`config.mk`:
```
export PLATFORM = sky130hd
export DESIGN_NAME = log_format_tokenizer
export DESIGN_NICKNAME = d
export VERILOG_FILES = /design/src/hw/rtl/lft_pkg.sv /design/src/hw/rtl/log_format_tokenizer.sv /design/src/hw/rtl/lft_step.sv
export SDC_FILE = /design/constraint.sdc
export NUM_CORES = 1
export LEC_CHECK = 0
export BUFFER_PORTS_ARGS = -buffer_cell sky130_fd_sc_hd__buf_2
export CORE_ASPECT_RATIO = 0.75
export CORE_MARGIN = 1
export CORE_UTILIZATION = 59
export CTS_CLUSTER_SIZE = 10
export DETAILED_ROUTE_END_ITERATION = 8
export PLACE_DENSITY = 0.78
export SYNTH_ARGS = -nofsm -noshare
export SYNTH_HDL_FRONTEND = slang
export SYNTH_SLANG_ARGS = --single-unit
```
`constraint.sdc`:
```
create_clock -name i_clk -period 5.02 [get_ports i_clk]
set_input_delay 0.502 -clock i_clk [delete_from_list [all_inputs] [get_ports i_clk]]
set_output_delay 0.502 -clock i_clk [all_outputs]
set_load 0.02 [all_outputs]
```
`src/hw/rtl/lft_pkg.sv`:
```
`default_nettype none

package lft_pkg;

    // Longest format string that is parsed; positions past it flag an error.
    localparam int MAX_FORMAT_LEN = 256;

    // Position counter saturates at 256, so it needs one bit more than a byte.
    localparam int POS_W = 9;
    localparam int POS_SAT = 256;
    localparam int POS_LIMIT = (MAX_FORMAT_LEN < POS_SAT) ? MAX_FORMAT_LEN : POS_SAT;

    localparam int KIND_W = 4;

    // Configuration register indexes.
    localparam logic [1:0] CFG_ESCAPE = 2'd0;
    localparam logic [1:0] CFG_OPEN   = 2'd1;
    localparam logic [1:0] CFG_CLOSE  = 2'd2;

    localparam logic [7:0] RST_ESCAPE = 8'd37;
    localparam logic [7:0] RST_OPEN   = 8'd123;
    localparam logic [7:0] RST_CLOSE  = 8'd125;

    // Segment kinds.
    localparam logic [KIND_W-1:0] KIND_PERCENT = 4'd0;
    localparam logic [KIND_W-1:0] KIND_H       = 4'd1;
    localparam logic [KIND_W-1:0] KIND_L       = 4'd2;
    localparam logic [KIND_W-1:0] KIND_U       = 4'd3;
    localparam logic [KIND_W-1:0] KIND_T       = 4'd4;
    localparam logic [KIND_W-1:0] KIND_R       = 4'd5;
    localparam logic [KIND_W-1:0] KIND_S       = 4'd6;
    localparam logic [KIND_W-1:0] KIND_B       = 4'd7;
    localparam logic [KIND_W-1:0] KIND_I       = 4'd8;
    localparam logic [KIND_W-1:0] KIND_LITERAL = 4'd9;

    // Parser states, one-hot.
    typedef enum logic [3:0] {
        ST_LIT   = 4'b0001,
        ST_ESC   = 4'b0010,
        ST_AFTER = 4'b0100,
        ST_BRACE = 4'b1000
    } t_parse_state;

    typedef struct packed {
        logic [7:0] escape_char;
        logic [7:0] open_char;
        logic [7:0] close_char;
    } t_cfg;

    // Parser context carried from one byte to the next.
    typedef struct packed {
        t_parse_state     state;
        logic [POS_W-1:0] pos;
        logic [POS_W-1:0] seg_begin;
        logic             err;
    } t_ctx;

    typedef struct packed {
        logic              has_segment;
        logic [7:0]        seg_start;
        logic [7:0]        seg_end;
        logic [KIND_W-1:0] seg_kind;
        logic              format_done;
        logic              format_error;
    } t_result;

    typedef struct packed {
        logic    emit;
        t_result result;
        t_ctx    next;
    } t_step;

    // Modifier letter lookup: bit KIND_W is the hit flag, the rest the kind.
    function automatic logic [KIND_W:0] lookup_modifier(input logic [7:0] c);
        logic [KIND_W:0] r;
        r = '0;
        case (c)
            8'h25: r = {1'b1, KIND_PERCENT};
            8'h68: r = {1'b1, KIND_H};
            8'h6C: r = {1'b1, KIND_L};
            8'h75: r = {1'b1, KIND_U};
            8'h74: r = {1'b1, KIND_T};
            8'h72: r = {1'b1, KIND_R};
            8'h73: r = {1'b1, KIND_S};
            8'h62: r = {1'b1, KIND_B};
            8'h69: r = {1'b1, KIND_I};
            default: r = '0;
        endcase
        return r;
    endfunction

endpackage

`default_nettype wire

```
`src/hw/rtl/log_format_tokenizer.sv`:
```
// Channel  | Direction | Handshake                      | Contents
// s_axis   | in        | s_axis_tvalid / s_axis_tready  | tdata: ch; tlast: last_byte
// m_axis   | out       | m_axis_tvalid / m_axis_tready  | tdata: segment; tlast: format_done;
//          |           |                                | tuser: format_error
// cfg      | in        | i_cfg_valid / o_cfg_ready      | i_cfg_index, i_cfg_data
//
// One byte is accepted every cycle while the input is not stalled; its result, if any,
// is written to the output register by the single parse step between context and result.
// A byte yields at most one result; the final byte always yields one.
// Reset is synchronous and active low; it restores the default delimiters.
// The input is stalled only while the output register is full and not taken.
`default_nettype none

module log_format_tokenizer
    import lft_pkg::*;
(
    input  wire logic        i_clk,
    input  wire logic        i_rst_n,

    input  wire logic        s_axis_tvalid,
    output logic             s_axis_tready,
    input  wire logic [7:0]  s_axis_tdata,   // [7:0] ch
    input  wire logic        s_axis_tlast,   // last_byte

    output logic             m_axis_tvalid,
    input  wire logic        m_axis_tready,
    output logic [23:0]      m_axis_tdata,   // [0] has_segment, [8:1] seg_start,
                                             // [16:9] seg_end, [20:17] seg_kind, rest zero
    output logic             m_axis_tlast,   // format_done
    output logic             m_axis_tuser,   // [0] format_error

    input  wire logic        i_cfg_valid,
    output logic             o_cfg_ready,
    input  wire logic [1:0]  i_cfg_index,
    input  wire logic [7:0]  i_cfg_data
);

    t_cfg    r_cfg;
    t_ctx    r_ctx;
    logic    r_out_valid;
    t_result r_out;
    t_step   step;
    logic    in_req;

    assign s_axis_tready = !r_out_valid || m_axis_tready;
    assign in_req        = s_axis_tvalid && s_axis_tready;
    assign o_cfg_ready   = 1'b1;

    lft_step u_step (
        .i_ch   (s_axis_tdata),
        .i_last (s_axis_tlast),
        .i_cfg  (r_cfg),
        .i_ctx  (r_ctx),
        .o_step (step)
    );

    // Delimiter registers.
    always_ff @(posedge i_clk) begin
        if (!i_rst_n) begin
            r_cfg.escape_char <= RST_ESCAPE;
            r_cfg.open_char   <= RST_OPEN;
            r_cfg.close_char  <= RST_CLOSE;
        end else if (i_cfg_valid && o_cfg_ready) begin
            unique case (i_cfg_index)
                CFG_ESCAPE: r_cfg.escape_char <= i_cfg_data;
                CFG_OPEN:   r_cfg.open_char   <= i_cfg_data;
                CFG_CLOSE:  r_cfg.close_char  <= i_cfg_data;
                default:    ;
            endcase
        end
    end

    // Parser context; the final byte returns it to the idle values.
    always_ff @(posedge i_clk) begin
        if (!i_rst_n) begin
            r_ctx.state     <= ST_LIT;
            r_ctx.pos       <= '0;
            r_ctx.seg_begin <= '0;
            r_ctx.err       <= 1'b0;
        end else if (in_req) begin
            if (s_axis_tlast) begin
                r_ctx.state     <= ST_LIT;
                r_ctx.pos       <= '0;
                r_ctx.seg_begin <= '0;
                r_ctx.err       <= 1'b0;
            end else begin
                r_ctx <= step.next;
            end
        end
    end

    // Output register valid flag.
    always_ff @(posedge i_clk) begin
        if (!i_rst_n) begin
            r_out_valid <= 1'b0;
        end else if (in_req) begin
            r_out_valid <= step.emit;
        end else if (m_axis_tready) begin
            r_out_valid <= 1'b0;
        end
    end

    // Output payload.
    always_ff @(posedge i_clk) begin
        if (in_req && step.emit) begin
            r_out <= step.result;
        end
    end

    assign m_axis_tvalid = r_out_valid;
    assign m_axis_tdata  = {3'b000, r_out.seg_kind, r_out.seg_end, r_out.seg_start,
                            r_out.has_segment};
    assign m_axis_tlast  = r_out.format_done;
    assign m_axis_tuser  = r_out.format_error;

endmodule

`default_nettype wire

```
`src/hw/rtl/lft_step.sv`:
```
`default_nettype none

module lft_step
    import lft_pkg::*;
(
    input  wire logic [7:0] i_ch,
    input  wire logic       i_last,
    input  wire t_cfg       i_cfg,
    input  wire t_ctx       i_ctx,
    output t_step           o_step
);

    logic            lit_emit;
    logic            mod_emit;
    logic            end_emit;
    logic [KIND_W:0] lookup;
    logic            mod_hit;
    logic            mod_expr;
    logic            err_mid;
    t_ctx            mid;
    t_ctx            nxt;
    t_result         res;

    assign lookup   = lookup_modifier(i_ch);
    assign mod_hit  = lookup[KIND_W];
    assign mod_expr = (lookup[KIND_W-1:0] == KIND_T) || (lookup[KIND_W-1:0] == KIND_I);

    // Per-byte parse: state transition and any segment that the byte closes.
    always_comb begin
        mid      = i_ctx;
        lit_emit = 1'b0;
        mod_emit = 1'b0;
        err_mid  = i_ctx.err || (i_ctx.pos >= POS_W'(POS_LIMIT));
        if (!err_mid) begin
            unique case (i_ctx.state)
                ST_BRACE: begin
                    if (i_ch == i_cfg.close_char) begin
                        mid.state = ST_AFTER;
                    end else if (i_ch == i_cfg.open_char) begin
                        err_mid = 1'b1;
                    end
                end
                ST_ESC, ST_AFTER: begin
                    if (i_ctx.state == ST_ESC && i_ch == i_cfg.open_char) begin
                        mid.state = ST_BRACE;
                    end else if (!mod_hit || (i_ctx.state == ST_AFTER && !mod_expr)) begin
                        err_mid = 1'b1;
                    end else begin
                        mod_emit      = 1'b1;
                        mid.seg_begin = i_ctx.pos + POS_W'(1);
                        mid.state     = ST_LIT;
                    end
                end
                ST_LIT: begin
                    if (i_ch == i_cfg.escape_char) begin
                        lit_emit      = (i_ctx.seg_begin != i_ctx.pos);
                        mid.seg_begin = i_ctx.pos;
                        mid.state     = ST_ESC;
                    end
                end
                default: begin
                    err_mid = 1'b1;
                end
            endcase
        end
        mid.err = err_mid;
        if (i_ctx.pos < POS_W'(POS_SAT)) begin
            mid.pos = i_ctx.pos + POS_W'(1);
        end
    end

    // Closing literal run on the final byte, and the error for a dangling escape.
    always_comb begin
        end_emit = 1'b0;
        nxt      = mid;
        if (i_last) begin
            if (!mid.err) begin
                if (mid.state != ST_LIT) begin
                    nxt.err = 1'b1;
                end else if (mid.seg_begin <= i_ctx.pos) begin
                    end_emit = 1'b1;
                end
            end
        end
    end

    // Result assembly; at most one segment can fall on any one byte.
    always_comb begin
        res = '0;
        if (mod_emit) begin
            res.has_segment = 1'b1;
            res.seg_start   = i_ctx.seg_begin[7:0];
            res.seg_end     = i_ctx.pos[7:0];
            res.seg_kind    = lookup[KIND_W-1:0];
        end else if (lit_emit) begin
            res.has_segment = 1'b1;
            res.seg_start   = i_ctx.seg_begin[7:0];
            res.seg_end     = 8'(i_ctx.pos - POS_W'(1));
            res.seg_kind    = KIND_LITERAL;
        end else if (end_emit) begin
            res.has_segment = 1'b1;
            res.seg_start   = mid.seg_begin[7:0];
            res.seg_end     = i_ctx.pos[7:0];
            res.seg_kind    = KIND_LITERAL;
        end
        if (i_last) begin
            res.format_done  = 1'b1;
            res.format_error = nxt.err;
        end
    end

    // Packed in member order: emit flag, result, next context.
    assign o_step = {mod_emit || lit_emit || end_emit || i_last, res, nxt};

endmodule

`default_nettype wire
```
==> run_results.csv <==
group,metric,value,unit
yosys,yosys_warnings,0,
outcome,status,"completed",
layout,syn2layout_area_growth,9.43,%
worst_setup_path,r2r_end,"m_axis_tdata[2]",
layout,antenna_cells,0,
timing,setup-tns-final,0,ns
yosys,synth_ff_type,"dfxtp_1",
layout,multi_input_area,2510,sq um
worst_setup_path,rrSetupSlack,0.72,ns
global_routing,grt_pass1_vias,3480,
drt,num_vias,3872,
layout,drive_gt1_frac,0.164,
die,die_w,102,microns
layout,layout_common_cells,"nand2_1, buf_2, dfxtp_1",
yosys,ys_ff_latch,71,
timing,tightest_slew,0.829,ns
run,max_cap_viol_count,0,
cts,ctsHoldBuffers,0,
layout,regArea,1650,sq um
global_routing,grt_busiest_layer,"met1",
timing,slew_violations,0,
cts,cts_setup_buffers,0,
die,die_h,76.9,microns
drt,totalWireLength,11100,microns
cts,cts_buffers,9,
worst_setup_path,cp-start-kind,"flop",
worst_setup_path,arrival,4.48,ns
die,die-area,7840,sq um
global_routing,met3_usage,0.0638,
timing,final.setup_skew,0.0116,ns
yosys,netlist-cell-type-count,73,
timing,hold_viol_final,0,
placed_design,place_hpwl,8060,microns
worst_setup_path,critPathLaunch,"r_ctx[10]",
timing,period_needed,4.30,ns
die,start_util,0.629,
yosys,postSynthCellCount,504,
layout,nets,567,
global_routing,antenna_found_initial,0,
cts,clock_latency,0.35,ns
cts,cts.htree.levels,3,
drt,wire_per_inst,17.5,microns
drt,post-route-drc-count,0,
cts,root_buffer,"clkbuf_8",
global_routing,grt_max_degree,51,
placed_design,pre_cts_ws,0.604,ns
power,max-vdd-ir-drop,0.152,mV
worst_setup_path,cp.required,5.19,ns
timing,timing.hold.ws,0.394,ns
cts,cts_resized,0,
placed_design,io_buffers,48,
power,p_leak,1.93,nW
layout,final_common_cell,"nand2_1",
worst_setup_path,path_class,"reg2reg",
yosys,synth.avg_cell_area,8.77,sq um
timing,fmax,232,MHz
timing,worst_slack,0.718,ns
worst_setup_path,cp-endpoint,"m_axis_tdata[2]",
global_routing,use_met1,0.464,
global_routing,grtUsageMet2,0.413,
timing,slew_headroom,0.447,
yosys,syn_area,4420,sq um
die,ioPinCount,53,
power,power_density,265,nW/um^2
timing,finalSetupViolCount,0,
drt,drtIter0Drc,385,
timing,fin_crit_sh,0.857,
cts,path_clk_slew,0.08,ns
cts,clockBufferDepth,2,
worst_setup_path,critPathCaptureType,"flop",
drt,drtAntennaViolNets,0,
hold_path,min_path_type,"in2reg",
yosys,synth_seq_area_share,0.374,
global_routing,grt-ovfl-total,0,
yosys,async_reset_ff_frac,0,
cts,cts_tree,"built",
worst_setup_path,reg2reg_from,"r_ctx[10]",
global_routing,groute.usage.overall,0.300,
placed_design,place.gp.congestion,0.952,
cts,cts_sinks,71,
global_routing,grt_pass1_wl,17800,microns
die,coreArea,7030,sq um
drt,drt-pass1-iter-count,6,
worst_setup_path,rr_worst_depth,14,
worst_setup_path,path_max_fanout,12,
layout,final.fill_count,596,
timing,rsz0062_at_grt,"no",
die,placementRows,26,
yosys,synth-edff-count,23,
drt,viasPerCell,6.11,
## power breakdown
group	switching [mW]	internal (mW)
logic	0.0919	0.0493
registers	0.0110	0.608
clock network	0.227	0.295
## cell families after synthesis
family                   Yosys count  synth area share
XOR/XNOR                          40            0.0793
multiplexers                      11            0.0263
other                              2           0.00170
buffers and inverters             56            0.0600
AND/OR/NAND/NOR                  212             0.257
AO/OA/AOI/OAI                    100             0.168
flip-flops                        71             0.374
adder cells (fa/ha/maj)           12            0.0340
## per-layer routing
layer  up-vias  part of all wire
met4         0             0.015
met3        22              0.11
li1       1820                 -
met2       219              0.40
met5         -                 0
met1      1811              0.48
## how the worst min path moves through the flow
stage                       start         to  slack, ns  cells after the start
CTS                 i_cfg_data[4]  r_cfg[12]       0.39                      3
floorplan                r_cfg[1]   r_cfg[1]       0.46                      2
detailed placement      r_cfg[15]  r_cfg[15]       0.48                      2
finish              i_cfg_data[4]  r_cfg[12]       0.39                      3
global placement        r_cfg[14]  r_cfg[14]       0.47                      2
global route        i_cfg_data[4]  r_cfg[12]       0.40                      3
## critical path, cell delays in order, from the launching register on
cell       delay (ns)
dfxtp_1          0.65
ha_1             0.31
nand3_1          0.15
nor3_1           0.60
nand2b_1         0.19
a21oi_1          0.08
a211o_1          0.31
ha_1             0.29
a21o_1           0.18
a21o_1           0.17
a21oi_1          0.24
a22oi_1          0.17
a2111oi_4        0.38
nand2_1          0.18
o31ai_1          0.23
## flip-flops by register name, summed over array words and instances, names as in the netlist
| signal | flops |
|---|---|
| r_cfg | 24 |
| m_axis_tlast | 1 |
| m_axis_tvalid | 1 |
| m_axis_tdata | 21 |
| m_axis_tuser | 1 |
| r_ctx | 23 |
## per-stage QoR
step                instances  utilization  power, mW  cell area (sq um)
floorplan                 506            -      0.734               4430
global placement          618        0.657      0.768               4610
detailed placement        618        0.657      0.771               4610
CTS                       634        0.688       1.28               4830
global route              634        0.688       1.32               4830
finish                    634        0.688       1.28               4830
## area by class of cell
cell class / instances / share of cell area
Timing Repair Buffer: 50 / 0.0528
Multi-Input combinational cell: 379 / 0.519
Tap cell: 98 / 0.0254
Clock buffer: 11 / 0.0292
Inverter: 20 / 0.0155
Sequential cell: 71 / 0.342
Clock inverter: 5 / 0.0166
## synthesized netlist by cell type, types with 12 or more instances
master     n  area share
dfxtp_1   48        0.22
nand3_1   24       0.027
xor2_1    20       0.040
nor2_1    27       0.023
ha_1      12       0.034
clkbuf_1  20       0.017
xnor2_1   20       0.040
nand2_1   70       0.059
a21oi_1   23       0.026
o21ai_0   17       0.019
edfxtp_1  23        0.16
nor2b_1   21       0.030
inv_1     18       0.015
(Power assumes the default switching activity.)
